File: config.mk
export PLATFORM = sky130hd
export DESIGN_NAME = strip_hit_energy_pairing_unit
export DESIGN_NICKNAME = d
export VERILOG_FILES = /design/src/hw/rtl/shep_pkg.sv /design/src/hw/rtl/strip_hit_energy_pairing_unit.sv /design/src/hw/rtl/shep_ram.sv /design/src/hw/rtl/shep_div.sv /design/src/hw/rtl/shep_obuf.sv /design/src/hw/rtl/shep_ctrl.sv
export SDC_FILE = /design/constraint.sdc
export NUM_CORES = 2
export LEC_CHECK = 0
export ABC_AREA = 1
export BUFFER_PORTS_ARGS = -buffer_cell sky130_fd_sc_hd__buf_2
export CAP_MARGIN = 20
export CELL_PAD_IN_SITES_DETAIL_PLACEMENT = 1
export CELL_PAD_IN_SITES_GLOBAL_PLACEMENT = 1
export CORE_MARGIN = 4
export CORE_UTILIZATION = 50
export CTS_BUF_LIST = sky130_fd_sc_hd__clkbuf_8
export DETAILED_ROUTE_END_ITERATION = 10
export MAX_ROUTING_LAYER = met4
export PLACE_DENSITY_LB_ADDON = 0.3
export SYNTH_ARGS = -nofsm -noshare
export SYNTH_HDL_FRONTEND = slang
export SYNTH_SLANG_ARGS = --single-unit
File: constraint.sdc
create_clock -name clk -period 18.6 [get_ports clk]
set_input_delay 3.72 -clock clk [delete_from_list [all_inputs] [get_ports clk]]
set_output_delay 3.72 -clock clk [all_outputs]
set_load 0.03 [all_outputs]
File: src/hw/rtl/shep_pkg.sv
`timescale 1ns / 1ps
`default_nettype none
package shep_pkg;

  localparam int MAX_SIGNALS = 16;
  localparam int MAX_RESULTS = 16;
  localparam int ADDR_W = $clog2(MAX_SIGNALS);
  localparam int CNT_W = $clog2(MAX_SIGNALS + 1);
  localparam int RES_W = $clog2(MAX_RESULTS + 1);

  localparam logic [7:0] CFG_DET_SEL = 8'd0;
  localparam logic [7:0] CFG_TOL = 8'd1;
  localparam logic [7:0] CFG_DEPTH_POS = 8'd2;
  localparam logic [7:0] CFG_DEPTH_W = 8'd3;

  localparam logic [1:0] K_MEAN = 2'd0;
  localparam logic [1:0] K_SPLIT_X = 2'd1;
  localparam logic [1:0] K_SPLIT_Y = 2'd2;
  localparam logic [1:0] K_DIRECT = 2'd3;

  typedef struct packed {
    logic [15:0]        energy;
    logic signed [15:0] position;
    logic [15:0]        strip_width;
    logic [7:0]         signal_index;
  } sig_t;

  localparam int SIG_W = $bits(sig_t);

  typedef struct packed {
    logic              we;
    logic [ADDR_W-1:0] addr;
    sig_t              data;
  } ram_wr_t;

  typedef struct packed {
    logic        xs;
    logic        ys;
    logic [1:0]  kind;
  } hit_sel_t;

  typedef struct packed {
    logic [1:0] n;
    hit_sel_t   h0;
    hit_sel_t   h1;
  } plan_t;

  typedef struct packed {
    logic [15:0]        energy;
    logic [15:0]        energy_x;
    logic [15:0]        energy_y;
    logic signed [15:0] pos_x;
    logic signed [15:0] pos_y;
    logic [15:0]        width_x;
    logic [15:0]        width_y;
    logic [7:0]         index_x;
    logic [7:0]         index_y;
  } hit_t;

endpackage
`default_nettype wire

File: src/hw/rtl/strip_hit_energy_pairing_unit.sv
`timescale 1ns / 1ps
`default_nettype none
// channel  dir  handshake              words
// in_      in   in_valid/in_ready      one strip signal
// out_     out  out_valid/out_ready    one hit
// cfg_     in   cfg_valid/cfg_ready    register index and data
//
// Signals load at one per cycle; in_ready drops from the last word of an
// event until its hits reach the output stage. Event end fetches the first
// two words of each store; a split hit takes a multiply and a 16-step divide,
// and otherwise a rank sort runs on the stores' single read ports and each
// rank is then read back and paired when within tolerance. Reset clears counts;
// stores are never cleared.
module strip_hit_energy_pairing_unit
  import shep_pkg::*;
(
  input  wire logic               clk,
  input  wire logic               rst_n,
  input  wire logic               in_valid,
  output logic                    in_ready,
  input  wire logic               in_strip_side,
  input  wire logic [7:0]         in_detector_id,
  input  wire logic [15:0]        in_energy,
  input  wire logic signed [15:0] in_position,
  input  wire logic [15:0]        in_strip_width,
  input  wire logic [7:0]         in_signal_index,
  input  wire logic               in_last_of_event,
  output logic                    out_valid,
  input  wire logic               out_ready,
  output logic [15:0]             out_hit_energy,
  output logic [15:0]             out_hit_energy_x,
  output logic [15:0]             out_hit_energy_y,
  output logic signed [15:0]      out_hit_pos_x,
  output logic signed [15:0]      out_hit_pos_y,
  output logic signed [15:0]      out_hit_pos_z,
  output logic [15:0]             out_hit_width_x,
  output logic [15:0]             out_hit_width_y,
  output logic [15:0]             out_hit_width_z,
  output logic [7:0]              out_hit_index_x,
  output logic [7:0]              out_hit_index_y,
  output logic                    out_last_hit,
  input  wire logic               cfg_valid,
  output logic                    cfg_ready,
  input  wire logic [7:0]         cfg_index,
  input  wire logic [15:0]        cfg_data
);

  logic [7:0]        det_sel_r;
  logic [15:0]       tol_r;
  logic [15:0]       depth_pos_r;
  logic [15:0]       depth_w_r;
  logic              idle;
  logic              in_acc;
  sig_t              in_sig;
  ram_wr_t           x_wr, y_wr;
  logic [ADDR_W-1:0] x_raddr, y_raddr;
  sig_t              x_rdata, y_rdata;
  logic              div_start, div_done;
  logic [31:0]       div_dividend;
  logic [16:0]       div_divisor;
  logic [15:0]       div_q;
  logic              push, push_ok, flush, flush_ok;
  hit_t              hit, out_hit;

  assign in_ready = idle;
  assign in_acc = in_valid && in_ready;
  assign cfg_ready = 1'b1;
  assign in_sig = '{energy: in_energy, position: in_position,
                    strip_width: in_strip_width, signal_index: in_signal_index};

  always_ff @(posedge clk) begin
    if (!rst_n) begin
      det_sel_r   <= 8'd0;
      tol_r       <= 16'd80;
      depth_pos_r <= 16'd0;
      depth_w_r   <= 16'd0;
    end else if (cfg_valid && cfg_ready) begin
      unique case (cfg_index)
        CFG_DET_SEL:   det_sel_r   <= cfg_data[7:0];
        CFG_TOL:       tol_r       <= cfg_data;
        CFG_DEPTH_POS: depth_pos_r <= cfg_data;
        CFG_DEPTH_W:   depth_w_r   <= cfg_data;
        default: begin
        end
      endcase
    end
  end

  shep_ram #(.WIDTH(SIG_W), .DEPTH(MAX_SIGNALS)) u_xram (
    .clk(clk), .we(x_wr.we), .waddr(x_wr.addr), .wdata(x_wr.data),
    .raddr(x_raddr), .rdata(x_rdata)
  );

  shep_ram #(.WIDTH(SIG_W), .DEPTH(MAX_SIGNALS)) u_yram (
    .clk(clk), .we(y_wr.we), .waddr(y_wr.addr), .wdata(y_wr.data),
    .raddr(y_raddr), .rdata(y_rdata)
  );

  shep_div u_div (
    .clk(clk), .rst_n(rst_n), .start(div_start), .dividend(div_dividend),
    .divisor(div_divisor), .done(div_done), .quotient(div_q)
  );

  shep_ctrl u_ctrl (
    .clk(clk), .rst_n(rst_n), .in_acc(in_acc), .in_side(in_strip_side),
    .in_det(in_detector_id), .in_last(in_last_of_event), .in_sig(in_sig),
    .det_sel(det_sel_r), .tol(tol_r), .idle(idle),
    .x_wr(x_wr), .x_raddr(x_raddr), .x_rdata(x_rdata),
    .y_wr(y_wr), .y_raddr(y_raddr), .y_rdata(y_rdata),
    .div_start(div_start), .div_dividend(div_dividend), .div_divisor(div_divisor),
    .div_done(div_done), .div_q(div_q),
    .push(push), .hit(hit), .push_ok(push_ok), .flush(flush), .flush_ok(flush_ok)
  );

  shep_obuf u_obuf (
    .clk(clk), .rst_n(rst_n), .push(push), .hit(hit), .push_ok(push_ok),
    .flush(flush), .flush_ok(flush_ok), .out_valid(out_valid),
    .out_ready(out_ready), .out_hit(out_hit), .out_last(out_last_hit)
  );

  assign out_hit_energy   = out_hit.energy;
  assign out_hit_energy_x = out_hit.energy_x;
  assign out_hit_energy_y = out_hit.energy_y;
  assign out_hit_pos_x    = out_hit.pos_x;
  assign out_hit_pos_y    = out_hit.pos_y;
  assign out_hit_pos_z    = depth_pos_r;
  assign out_hit_width_x  = out_hit.width_x;
  assign out_hit_width_y  = out_hit.width_y;
  assign out_hit_width_z  = depth_w_r;
  assign out_hit_index_x  = out_hit.index_x;
  assign out_hit_index_y  = out_hit.index_y;

endmodule
`default_nettype wire

File: src/hw/rtl/shep_ram.sv
`timescale 1ns / 1ps
`default_nettype none
module shep_ram #(
  parameter int WIDTH = 8,
  parameter int DEPTH = 16
) (
  input  wire logic                     clk,
  input  wire logic                     we,
  input  wire logic [$clog2(DEPTH)-1:0] waddr,
  input  wire logic [WIDTH-1:0]         wdata,
  input  wire logic [$clog2(DEPTH)-1:0] raddr,
  output logic [WIDTH-1:0]              rdata
);

  logic [WIDTH-1:0] mem [DEPTH];

  always_ff @(posedge clk) begin
    if (we) begin
      mem[waddr] <= wdata;
    end
    rdata <= mem[raddr];
  end

endmodule
`default_nettype wire

File: src/hw/rtl/shep_div.sv
`timescale 1ns / 1ps
`default_nettype none
module shep_div (
  input  wire logic        clk,
  input  wire logic        rst_n,
  input  wire logic        start,
  input  wire logic [31:0] dividend,
  input  wire logic [16:0] divisor,
  output logic             done,
  output logic [15:0]      quotient
);

  logic [16:0] rem_r;
  logic [15:0] lo_r;
  logic [15:0] q_r;
  logic [16:0] dv_r;
  logic        zero_r;
  logic [4:0]  cnt_r;
  logic        busy_r;
  logic        done_r;
  logic [17:0] trial;

  assign trial = {rem_r, lo_r[15]} - {1'b0, dv_r};
  assign done = done_r;
  assign quotient = zero_r ? 16'd0 : q_r;

  always_ff @(posedge clk) begin
    if (!rst_n) begin
      busy_r <= 1'b0;
      done_r <= 1'b0;
      cnt_r  <= 5'd0;
    end else begin
      done_r <= 1'b0;
      if (start) begin
        busy_r <= 1'b1;
        cnt_r  <= 5'd16;
      end else if (busy_r) begin
        cnt_r <= cnt_r - 5'd1;
        if (cnt_r == 5'd1) begin
          busy_r <= 1'b0;
          done_r <= 1'b1;
        end
      end
    end
  end

  always_ff @(posedge clk) begin
    if (start) begin
      rem_r  <= {1'b0, dividend[31:16]};
      lo_r   <= dividend[15:0];
      dv_r   <= divisor;
      zero_r <= (divisor == 17'd0);
      q_r    <= 16'd0;
    end else if (busy_r) begin
      lo_r <= {lo_r[14:0], 1'b0};
      if (!trial[17]) begin
        rem_r <= trial[16:0];
        q_r   <= {q_r[14:0], 1'b1};
      end else begin
        rem_r <= {rem_r[15:0], lo_r[15]};
        q_r   <= {q_r[14:0], 1'b0};
      end
    end
  end

endmodule
`default_nettype wire

File: src/hw/rtl/shep_obuf.sv
`timescale 1ns / 1ps
`default_nettype none
module shep_obuf
  import shep_pkg::*;
(
  input  wire logic clk,
  input  wire logic rst_n,
  input  wire logic push,
  input  wire hit_t hit,
  output logic      push_ok,
  input  wire logic flush,
  output logic      flush_ok,
  output logic      out_valid,
  input  wire logic out_ready,
  output hit_t      out_hit,
  output logic      out_last
);

  hit_t hold_r;
  logic hold_v_r, hold_v_nxt;
  hit_t out_hit_r;
  logic out_last_r;
  logic out_v_r, out_v_nxt;
  logic out_free;
  logic mv;
  logic mv_last;

  assign out_free = !out_v_r || out_ready;
  assign push_ok = !hold_v_r || out_free;
  assign flush_ok = !hold_v_r || out_free;
  assign out_valid = out_v_r;
  assign out_hit = out_hit_r;
  assign out_last = out_last_r;

  always_comb begin
    hold_v_nxt = hold_v_r;
    out_v_nxt  = out_v_r && !out_ready;
    mv         = 1'b0;
    mv_last    = 1'b0;
    if (push && push_ok) begin
      mv         = hold_v_r;
      hold_v_nxt = 1'b1;
    end else if (flush && hold_v_r && out_free) begin
      mv         = 1'b1;
      mv_last    = 1'b1;
      hold_v_nxt = 1'b0;
    end
    if (mv) begin
      out_v_nxt = 1'b1;
    end
  end

  always_ff @(posedge clk) begin
    if (!rst_n) begin
      hold_v_r <= 1'b0;
      out_v_r  <= 1'b0;
    end else begin
      hold_v_r <= hold_v_nxt;
      out_v_r  <= out_v_nxt;
    end
  end

  always_ff @(posedge clk) begin
    if (mv) begin
      out_hit_r  <= hold_r;
      out_last_r <= mv_last;
    end
    if (push && push_ok) begin
      hold_r <= hit;
    end
  end

endmodule
`default_nettype wire

File: src/hw/rtl/shep_ctrl.sv
`timescale 1ns / 1ps
`default_nettype none
module shep_ctrl
  import shep_pkg::*;
(
  input  wire logic              clk,
  input  wire logic              rst_n,
  input  wire logic              in_acc,
  input  wire logic              in_side,
  input  wire logic [7:0]        in_det,
  input  wire logic              in_last,
  input  wire sig_t              in_sig,
  input  wire logic [7:0]        det_sel,
  input  wire logic [15:0]       tol,
  output logic                   idle,
  output ram_wr_t                x_wr,
  output logic [ADDR_W-1:0]      x_raddr,
  input  wire sig_t              x_rdata,
  output ram_wr_t                y_wr,
  output logic [ADDR_W-1:0]      y_raddr,
  input  wire sig_t              y_rdata,
  output logic                   div_start,
  output logic [31:0]            div_dividend,
  output logic [16:0]            div_divisor,
  input  wire logic              div_done,
  input  wire logic [15:0]       div_q,
  output logic                   push,
  output hit_t                   hit,
  input  wire logic              push_ok,
  output logic                   flush,
  input  wire logic              flush_ok
);

  localparam logic [3:0] S_IDLE   = 4'd0;
  localparam logic [3:0] S_RD0    = 4'd1;
  localparam logic [3:0] S_RD1    = 4'd2;
  localparam logic [3:0] S_CAP1   = 4'd3;
  localparam logic [3:0] S_DECIDE = 4'd4;
  localparam logic [3:0] S_ISSUE  = 4'd5;
  localparam logic [3:0] S_MUL    = 4'd6;
  localparam logic [3:0] S_DIV0   = 4'd7;
  localparam logic [3:0] S_DIVW   = 4'd8;
  localparam logic [3:0] S_EMIT   = 4'd9;
  localparam logic [3:0] S_RK_LI  = 4'd10;
  localparam logic [3:0] S_RK_GI  = 4'd11;
  localparam logic [3:0] S_RK_SC  = 4'd12;
  localparam logic [3:0] S_PM_RD  = 4'd13;
  localparam logic [3:0] S_PM_GET = 4'd14;
  localparam logic [3:0] S_FLUSH  = 4'd15;

  function automatic logic [16:0] adiff(input logic [16:0] a, input logic [16:0] b);
    return (a > b) ? a - b : b - a;
  endfunction

  function automatic logic win(input logic [16:0] a, input logic [16:0] b,
                               input logic [15:0] t);
    return adiff(a, b) <= {1'b0, t};
  endfunction

  function automatic plan_t p12(input logic xs, input logic [15:0] ex,
                                input logic [15:0] ey0, input logic [15:0] ey1,
                                input logic [15:0] t);
    plan_t p;
    logic [16:0] tot;
    logic [16:0] d0;
    logic [16:0] d1;
    p   = '0;
    tot = {1'b0, ey0} + {1'b0, ey1};
    d0  = adiff({1'b0, ex}, {1'b0, ey0});
    d1  = adiff({1'b0, ex}, {1'b0, ey1});
    if (win({1'b0, ex}, tot, t)) begin
      p.n  = 2'd2;
      p.h0 = '{xs: xs, ys: 1'b0, kind: K_SPLIT_X};
      p.h1 = '{xs: xs, ys: 1'b1, kind: K_SPLIT_X};
    end else if (d0 <= {1'b0, t} && d0 <= d1) begin
      p.n  = 2'd1;
      p.h0 = '{xs: xs, ys: 1'b0, kind: K_MEAN};
    end else if (d1 <= {1'b0, t} && d1 <= d0) begin
      p.n  = 2'd1;
      p.h0 = '{xs: xs, ys: 1'b1, kind: K_MEAN};
    end
    return p;
  endfunction

  function automatic plan_t p21(input logic ys, input logic [15:0] ey,
                                input logic [15:0] ex0, input logic [15:0] ex1,
                                input logic [15:0] t);
    plan_t p;
    logic [16:0] tot;
    logic [16:0] d0;
    logic [16:0] d1;
    p   = '0;
    tot = {1'b0, ex0} + {1'b0, ex1};
    d0  = adiff({1'b0, ey}, {1'b0, ex0});
    d1  = adiff({1'b0, ey}, {1'b0, ex1});
    if (win({1'b0, ey}, tot, t)) begin
      p.n  = 2'd2;
      p.h0 = '{xs: 1'b0, ys: ys, kind: K_SPLIT_Y};
      p.h1 = '{xs: 1'b1, ys: ys, kind: K_SPLIT_Y};
    end else if (d0 <= {1'b0, t} && d0 <= d1) begin
      p.n  = 2'd1;
      p.h0 = '{xs: 1'b0, ys: ys, kind: K_MEAN};
    end else if (d1 <= {1'b0, t} && d1 <= d0) begin
      p.n  = 2'd1;
      p.h0 = '{xs: 1'b1, ys: ys, kind: K_MEAN};
    end
    return p;
  endfunction

  function automatic plan_t p22(input logic [15:0] ex0, input logic [15:0] ex1,
                                input logic [15:0] ey0, input logic [15:0] ey1,
                                input logic [15:0] t);
    plan_t p;
    logic [16:0] sx;
    logic [16:0] sy;
    p  = '0;
    sx = {1'b0, ex0} + {1'b0, ex1};
    sy = {1'b0, ey0} + {1'b0, ey1};
    if (win(sx, sy, t)) begin
      if (win({1'b0, ex0}, {1'b0, ey0}, t) && win({1'b0, ex1}, {1'b0, ey1}, t)) begin
        p.n  = 2'd2;
        p.h0 = '{xs: 1'b0, ys: 1'b0, kind: K_DIRECT};
        p.h1 = '{xs: 1'b1, ys: 1'b1, kind: K_DIRECT};
      end else if (win({1'b0, ex0}, {1'b0, ey1}, t) &&
                   win({1'b0, ex1}, {1'b0, ey0}, t)) begin
        p.n  = 2'd2;
        p.h0 = '{xs: 1'b0, ys: 1'b1, kind: K_DIRECT};
        p.h1 = '{xs: 1'b1, ys: 1'b0, kind: K_DIRECT};
      end
    end else if (sx < sy) begin
      if (win(sx, {1'b0, ey0}, t)) begin
        p = p21(1'b0, ey0, ex0, ex1, t);
      end else if (win(sx, {1'b0, ey1}, t)) begin
        p = p21(1'b1, ey1, ex0, ex1, t);
      end
    end else begin
      if (win({1'b0, ex0}, sy, t)) begin
        p = p12(1'b0, ex0, ey0, ey1, t);
      end else if (win({1'b0, ex1}, sy, t)) begin
        p = p12(1'b1, ex1, ey0, ey1, t);
      end
    end
    return p;
  endfunction

  logic [3:0]        state_r, state_nxt;
  logic [CNT_W-1:0]  cnt_x_r, cnt_x_nxt;
  logic [CNT_W-1:0]  cnt_y_r, cnt_y_nxt;
  logic [RES_W-1:0]  nhit_r, nhit_nxt;
  sig_t              x0_r, x1_r, y0_r, y1_r;
  plan_t             plan_r;
  plan_t             plan_c;
  logic              hp_r, hp_nxt;
  logic              many_r, many_nxt;
  logic [31:0]       prod_r;
  logic [16:0]       tot_r;
  logic [15:0]       share_r;
  logic              side_r, side_nxt;
  logic [CNT_W-1:0]  i_r, i_nxt;
  logic [CNT_W-1:0]  j_r, j_nxt;
  logic [CNT_W-1:0]  k_r, k_nxt;
  logic [ADDR_W-1:0] pj_r, pj_nxt;
  logic              pend_r, pend_nxt;
  logic [ADDR_W-1:0] rank_r, rank_nxt;
  logic [15:0]       ei_r;
  logic [ADDR_W-1:0] ordx_r [MAX_SIGNALS];
  logic [ADDR_W-1:0] ordy_r [MAX_SIGNALS];
  logic              ord_we;

  logic              store_ok;
  logic [CNT_W-1:0]  n_cur;
  logic [CNT_W-1:0]  m_cnt;
  sig_t              rd_cur;
  hit_sel_t          cur;
  sig_t              xs_sig, ys_sig;
  logic [15:0]       mul_a, mul_b;
  logic [16:0]       mul_tot;
  logic [16:0]       mean_sum;
  logic              small_case;
  logic              win_pm;

  assign idle = (state_r == S_IDLE);
  assign store_ok = in_acc && (in_det == det_sel);
  assign n_cur = side_r ? cnt_y_r : cnt_x_r;
  assign m_cnt = (cnt_x_r < cnt_y_r) ? cnt_x_r : cnt_y_r;
  assign rd_cur = side_r ? y_rdata : x_rdata;
  assign cur = hp_r ? plan_r.h1 : plan_r.h0;
  assign xs_sig = cur.xs ? x1_r : x0_r;
  assign ys_sig = cur.ys ? y1_r : y0_r;
  assign mean_sum = {1'b0, xs_sig.energy} + {1'b0, ys_sig.energy};
  assign small_case = (cnt_x_r == CNT_W'(1) || cnt_x_r == CNT_W'(2)) &&
                      (cnt_y_r == CNT_W'(1) || cnt_y_r == CNT_W'(2));
  assign win_pm = win({1'b0, x_rdata.energy}, {1'b0, y_rdata.energy}, tol);

  always_comb begin
    if (cur.kind == K_SPLIT_X) begin
      mul_a   = xs_sig.energy;
      mul_b   = ys_sig.energy;
      mul_tot = {1'b0, y0_r.energy} + {1'b0, y1_r.energy};
    end else begin
      mul_a   = ys_sig.energy;
      mul_b   = xs_sig.energy;
      mul_tot = {1'b0, x0_r.energy} + {1'b0, x1_r.energy};
    end
  end

  always_comb begin
    if (cnt_x_r == CNT_W'(1) && cnt_y_r == CNT_W'(1)) begin
      plan_c    = '0;
      plan_c.n  = 2'd1;
      plan_c.h0 = '{xs: 1'b0, ys: 1'b0, kind: K_MEAN};
    end else if (cnt_x_r == CNT_W'(1)) begin
      plan_c = p12(1'b0, x0_r.energy, y0_r.energy, y1_r.energy, tol);
    end else if (cnt_y_r == CNT_W'(1)) begin
      plan_c = p21(1'b0, y0_r.energy, x0_r.energy, x1_r.energy, tol);
    end else begin
      plan_c = p22(x0_r.energy, x1_r.energy, y0_r.energy, y1_r.energy, tol);
    end
  end

  always_comb begin
    hit.energy   = xs_sig.energy;
    hit.energy_x = xs_sig.energy;
    hit.energy_y = ys_sig.energy;
    case (cur.kind)
      K_MEAN: begin
        hit.energy = mean_sum[16:1];
      end
      K_SPLIT_X: begin
        hit.energy   = ys_sig.energy;
        hit.energy_x = share_r;
      end
      K_SPLIT_Y: begin
        hit.energy_y = share_r;
      end
      default: begin
      end
    endcase
    hit.pos_x   = xs_sig.position;
    hit.pos_y   = ys_sig.position;
    hit.width_x = xs_sig.strip_width;
    hit.width_y = ys_sig.strip_width;
    hit.index_x = xs_sig.signal_index;
    hit.index_y = ys_sig.signal_index;
  end

  assign div_dividend = prod_r;
  assign div_divisor = tot_r;

  always_comb begin
    state_nxt = state_r;
    cnt_x_nxt = cnt_x_r;
    cnt_y_nxt = cnt_y_r;
    nhit_nxt  = nhit_r;
    hp_nxt    = hp_r;
    many_nxt  = many_r;
    side_nxt  = side_r;
    i_nxt     = i_r;
    j_nxt     = j_r;
    k_nxt     = k_r;
    pj_nxt    = pj_r;
    pend_nxt  = pend_r;
    rank_nxt  = rank_r;
    ord_we    = 1'b0;
    x_wr      = '{we: 1'b0, addr: cnt_x_r[ADDR_W-1:0], data: in_sig};
    y_wr      = '{we: 1'b0, addr: cnt_y_r[ADDR_W-1:0], data: in_sig};
    x_raddr   = '0;
    y_raddr   = '0;
    div_start = 1'b0;
    push      = 1'b0;
    flush     = 1'b0;
    unique case (state_r)
      S_IDLE: begin
        if (store_ok && !in_side && cnt_x_r < CNT_W'(MAX_SIGNALS)) begin
          x_wr.we   = 1'b1;
          cnt_x_nxt = cnt_x_r + CNT_W'(1);
        end
        if (store_ok && in_side && cnt_y_r < CNT_W'(MAX_SIGNALS)) begin
          y_wr.we   = 1'b1;
          cnt_y_nxt = cnt_y_r + CNT_W'(1);
        end
        if (in_acc && in_last) begin
          nhit_nxt  = '0;
          state_nxt = S_RD0;
        end
      end
      S_RD0: begin
        state_nxt = S_RD1;
      end
      S_RD1: begin
        x_raddr   = ADDR_W'(1);
        y_raddr   = ADDR_W'(1);
        state_nxt = S_CAP1;
      end
      S_CAP1: begin
        if (small_case) begin
          many_nxt  = 1'b0;
          state_nxt = S_DECIDE;
        end else if (m_cnt == '0) begin
          state_nxt = S_FLUSH;
        end else begin
          many_nxt  = 1'b1;
          side_nxt  = 1'b0;
          i_nxt     = '0;
          state_nxt = S_RK_LI;
        end
      end
      S_DECIDE: begin
        hp_nxt    = 1'b0;
        state_nxt = (plan_c.n == 2'd0) ? S_FLUSH : S_ISSUE;
      end
      S_ISSUE: begin
        if (nhit_r >= RES_W'(MAX_RESULTS)) begin
          state_nxt = S_FLUSH;
        end else if (cur.kind == K_SPLIT_X || cur.kind == K_SPLIT_Y) begin
          state_nxt = S_MUL;
        end else begin
          state_nxt = S_EMIT;
        end
      end
      S_MUL: begin
        state_nxt = S_DIV0;
      end
      S_DIV0: begin
        div_start = 1'b1;
        state_nxt = S_DIVW;
      end
      S_DIVW: begin
        if (div_done) begin
          state_nxt = S_EMIT;
        end
      end
      S_EMIT: begin
        push = 1'b1;
        if (push_ok) begin
          nhit_nxt = nhit_r + RES_W'(1);
          if (!many_r && !hp_r && plan_r.n == 2'd2) begin
            hp_nxt    = 1'b1;
            state_nxt = S_ISSUE;
          end else if (many_r && k_r != m_cnt - CNT_W'(1)) begin
            k_nxt     = k_r + CNT_W'(1);
            state_nxt = S_PM_RD;
          end else begin
            state_nxt = S_FLUSH;
          end
        end
      end
      S_RK_LI: begin
        x_raddr   = i_r[ADDR_W-1:0];
        y_raddr   = i_r[ADDR_W-1:0];
        state_nxt = S_RK_GI;
      end
      S_RK_GI: begin
        j_nxt     = '0;
        pend_nxt  = 1'b0;
        rank_nxt  = '0;
        state_nxt = S_RK_SC;
      end
      S_RK_SC: begin
        if (j_r != n_cur) begin
          x_raddr  = j_r[ADDR_W-1:0];
          y_raddr  = j_r[ADDR_W-1:0];
          j_nxt    = j_r + CNT_W'(1);
          pend_nxt = 1'b1;
          pj_nxt   = j_r[ADDR_W-1:0];
        end else begin
          pend_nxt = 1'b0;
        end
        if (pend_r && (rd_cur.energy > ei_r ||
                       (rd_cur.energy == ei_r && pj_r > i_r[ADDR_W-1:0]))) begin
          rank_nxt = rank_r + ADDR_W'(1);
        end
        if (j_r == n_cur && !pend_r) begin
          ord_we = 1'b1;
          if (i_r == n_cur - CNT_W'(1)) begin
            i_nxt = '0;
            if (!side_r) begin
              side_nxt  = 1'b1;
              state_nxt = S_RK_LI;
            end else begin
              k_nxt     = '0;
              state_nxt = S_PM_RD;
            end
          end else begin
            i_nxt     = i_r + CNT_W'(1);
            state_nxt = S_RK_LI;
          end
        end
      end
      S_PM_RD: begin
        x_raddr   = ordx_r[k_r[ADDR_W-1:0]];
        y_raddr   = ordy_r[k_r[ADDR_W-1:0]];
        state_nxt = S_PM_GET;
      end
      S_PM_GET: begin
        hp_nxt = 1'b0;
        if (win_pm) begin
          state_nxt = S_ISSUE;
        end else if (k_r != m_cnt - CNT_W'(1)) begin
          k_nxt     = k_r + CNT_W'(1);
          state_nxt = S_PM_RD;
        end else begin
          state_nxt = S_FLUSH;
        end
      end
      S_FLUSH: begin
        flush = 1'b1;
        if (flush_ok) begin
          cnt_x_nxt = '0;
          cnt_y_nxt = '0;
          state_nxt = S_IDLE;
        end
      end
      default: begin
        state_nxt = S_IDLE;
      end
    endcase
  end

  always_ff @(posedge clk) begin
    if (!rst_n) begin
      state_r <= S_IDLE;
      cnt_x_r <= '0;
      cnt_y_r <= '0;
      nhit_r  <= '0;
      hp_r    <= 1'b0;
      many_r  <= 1'b0;
      side_r  <= 1'b0;
      i_r     <= '0;
      j_r     <= '0;
      k_r     <= '0;
      pend_r  <= 1'b0;
      rank_r  <= '0;
      pj_r    <= '0;
    end else begin
      state_r <= state_nxt;
      cnt_x_r <= cnt_x_nxt;
      cnt_y_r <= cnt_y_nxt;
      nhit_r  <= nhit_nxt;
      hp_r    <= hp_nxt;
      many_r  <= many_nxt;
      side_r  <= side_nxt;
      i_r     <= i_nxt;
      j_r     <= j_nxt;
      k_r     <= k_nxt;
      pend_r  <= pend_nxt;
      rank_r  <= rank_nxt;
      pj_r    <= pj_nxt;
    end
  end

  always_ff @(posedge clk) begin
    if (state_r == S_RD1) begin
      x0_r <= x_rdata;
      y0_r <= y_rdata;
    end
    if (state_r == S_CAP1) begin
      x1_r <= x_rdata;
      y1_r <= y_rdata;
    end
    if (state_r == S_PM_GET) begin
      x0_r   <= x_rdata;
      y0_r   <= y_rdata;
      plan_r <= '{n: 2'd1, h0: '{xs: 1'b0, ys: 1'b0, kind: K_MEAN}, h1: '0};
    end
    if (state_r == S_DECIDE) begin
      plan_r <= plan_c;
    end
    if (state_r == S_MUL) begin
      prod_r <= mul_a * mul_b;
      tot_r  <= mul_tot;
    end
    if (state_r == S_DIVW && div_done) begin
      share_r <= div_q;
    end
    if (state_r == S_RK_GI) begin
      ei_r <= rd_cur.energy;
    end
    if (ord_we) begin
      if (side_r) begin
        ordy_r[rank_r] <= i_r[ADDR_W-1:0];
      end else begin
        ordx_r[rank_r] <= i_r[ADDR_W-1:0];
      end
    end
  end

endmodule
`default_nettype wire

==> flow_summary.toml <==
[setup_path]
cp_max_fo = 9
required_ns = 19.38
worstPathArrival_ns = 9.82
critPathKind = "flop to flop"
critPathCaptureType = "flop"
slowest_delay_ns = 0.69
worst_path_max_delay_cell = "a21oi_1"
critPathTopFamily = "adder cells"
critPathLaunchType = "flop"
crit_buf_inv = 10
cpMostUsedCell = "inv_1"

[global_routing]
antenna_found_initial = 48
groute.usage.overall_pct = 35.9
grt_pass1_wl_um = 755000
grt_pass1_vias = 112000
grt-ovfl-total = 0
grt_max_degree = 252

[timing]
skew_ns = 0.101
tns_ns = 0
fin_crit_ns = 9.04
setup_violations = 0
fin_worst_hold_slack_ns = 0.408
relSlewSlack_pct = 5.21
hold_viol = 0
finalMaxSlewViolations = 0
fmax_mhz = 111
tightest_slew_ns = 1.42
grt_setup_unrepaired = "false"
finalCritPeriodShare_pct = 48.6

[synth]
synth_edf_count = 2540
async_flop_share_pct = 0
syn_area_per_cell_um2 = 11.0
syn_nets = 14100
synth_cell_types = 80
ys_seq_area_share_pct = 57.3
yosys_warnings = 0
synthFlopType = "edfxtp_1"
ys_ff_latch = 2784
synthCells = 12900
syn_area_um2 = 142000

[final_layout]
final_cell_mix = "2,540 x edfxtp_1, 1,677 x nand2_1, 1,520 x o21ai_0, 1,308 x inv_1, 1,016 x nor2_1"
fin_util_pct = 55.2
seqCellArea_um2 = 81200
drive_gt1_share_pct = 12.2
fillers = 30000
nets = 14400
multi_input_area_um2 = 54000
layout_commonest_cell = "edfxtp_1"
design_area_um2 = 156000
syn_to_final_growth_pct = 9.97

[route]
via_per_inst = 6.14
drcViolationCount = 0
drtIter0Drc = 10200
dr_total_vias = 107000
drt_first_pass_iters = 6
drtAntennaViolNets = 0
wl_per_cell_um = 30.1
wirelength_um = 523000

[pwr]
ir_drop_uv = 290
intPower_mw = 13.7
total_power_mw = 24.0
p_clk_share_pct = 21.3
combPwrFrac_pct = 47.6
p_sw_share_pct = 42.7
p_switching_mw = 10.2
p_per_area_nw_per_um2 = 154
p_seq_share_pct = 31.0
p_leak_nw = 59.5

[run_status]
status = "finished clean"

[clock_network]
cts_tree = "done"
cts_setup_buffers = 0
clk-insertion-delay-late_ns = 1.09
cts_resized = 0
hold_buffers = 0
clkSlewWorstSetupHoldPaths_ns = 0.09
cts_sinks = 2784
cts_root_buf = "clkbuf_8"
numCtsBuffers = 433
htree_num_levels = 5
cts_buffer_depth = 4

[floorplan]
num_rows = 195
die_w_um = 540
start_util_pct = 50.2
ios = 259
fp.coreArea_um2 = 282000
dieHeight_um = 540
dieArea_um2 = 292000

[place]
dpl-instance-area_um2 = 147000
io_buffers = 257
globalplace.congestion = 1.06
place_hpwl_um = 356000

[run]
maxCapViolations = 0

[hold_path]
hp-class = "flop to flop"
-- path summary, 6_finish.rpt --
| path | startpoint | end | slack (ns) | depth (start not counted) |
|---|---|---|---|---|
| max | u_ctrl.x0_r[41]$_DFFE_PP_ | u_ctrl.div_dividend[30]$_DFFE_PP_ | 9.56 | 34 |
| min | u_obuf.hold_r[47]$_DFFE_PP_ | u_obuf.out_hit[47]$_DFFE_PP_ | 0.41 | 0 |
| max reg2reg | u_ctrl.x0_r[41]$_DFFE_PP_ | u_ctrl.div_dividend[30]$_DFFE_PP_ | 9.56 | 34 |
| min reg2reg | u_obuf.hold_r[47]$_DFFE_PP_ | u_obuf.out_hit[47]$_DFFE_PP_ | 0.41 | 0 |
-- cell families (layout without fill, tap and decap cells) --
family	count (synthesis)	count (layout)	synth area share, %
and+or+nand+nor	3736	3736	11.4
AOI/OAI and AO/OA	3053	3053	12.6
DFF	2784	2784	57.3
buffers and inverters	1785	2463	4.90
adders and majority gates	1050	1050	10.4
xor gates and xnor gates	316	316	1.95
muxes	198	198	1.47
other	1	32	0.00265
-- worst reg2reg max path, delay by kind of cell, from the launching register on --
kind | cells | cell delay, ns
AO/OA/AOI/OAI | 10 | 2.89
buffers and inverters | 10 | 1.64
adder cells (fa/ha/maj) | 7 | 3.11
flip-flops | 1 | 0.38
XOR/XNOR | 1 | 0.08
AND/OR/NAND/NOR | 6 | 0.65
-- Yosys cell counts (24+ instances only) --
cell type  number  share of area (%)
o21ai_1        57               0.20
nor2_1       1056                2.8
a21o_1         34               0.18
clkbuf_2       29               0.10
edfxtp_1     2540                 54
xor2_1        225                1.4
buf_1          27              0.072
mux2i_1       118               0.83
nand4_1        79               0.35
o221ai_1      386                2.4
o22ai_1        86               0.38
mux2_2         80               0.64
a21boi_0       24               0.13
nor3_1         92               0.32
ha_1          832                7.3
nand2_1      1679                4.4
a21oi_1       603                2.1
clkbuf_1      399                1.1
a211oi_1       30               0.16
fa_1          218                3.1
nand3_1       354                1.2
o21a_1         35               0.19
o21ai_0      1520                5.4
o21bai_1       30               0.16
dfxtp_1       244                3.4
xnor2_1        91               0.56
o211ai_1      117               0.62
inv_1        1171                3.1
buf_2         109               0.38
a31oi_1        37               0.16
or2_2         401                1.8
-- state kept, by name, indices dropped and copies added (netlist names), 56 cells and up, named ones only --
signal / cells
u_ctrl.y1_r: 56
u_ctrl.x1_r: 56
u_xram.mem: 896
u_ctrl.ordy_r: 64
u_obuf.out_hit: 128
u_yram.mem: 896
u_yram.rdata: 56
u_ctrl.x0_r: 56
u_xram.rdata: 56
u_ctrl.y0_r: 56
u_ctrl.ordx_r: 64
u_obuf.hold_r: 128
-- power groups by stage --
stage               logic (mW)  clock network, mW  registers [mW]
floorplan                 7.52                  0            7.48
detailed placement        11.2                  0            7.56
global placement          10.8                  0            7.55
global route              12.7               5.47            7.44
CTS                       11.3               5.17            7.44
finish                    11.4               5.11            7.44
-- cell type report --
class                      count  area share [%]
antenna                       31          0.0498
tap                         3743            3.00
timing repair buffer         447            1.83
inverter                    1203            2.92
sequential                  2784            52.1
multi-input combinational   8354            34.6
clock buffer                 507            4.48
clock inverter               306            1.02
-- metal layers --
metal	global-route usage, %	vias up	wire length, µm
met3	4.53	1092	32900
met4	15.8	0	25600
met2	59.5	4573	257000
met1	44.5	54400	207000
li1	-	46500	-
met5	-	-	0
-- metrics by stage --
step | worst slack (ns) | instances
after floorplan | 5.54 | 12900
after global placement | 9.91 | 16500
after detailed placement | 9.70 | 16500
after CTS | 9.64 | 17300
after global routing | 9.07 | 17400
final | 9.56 | 17400
(Power assumes the default switching activity.)
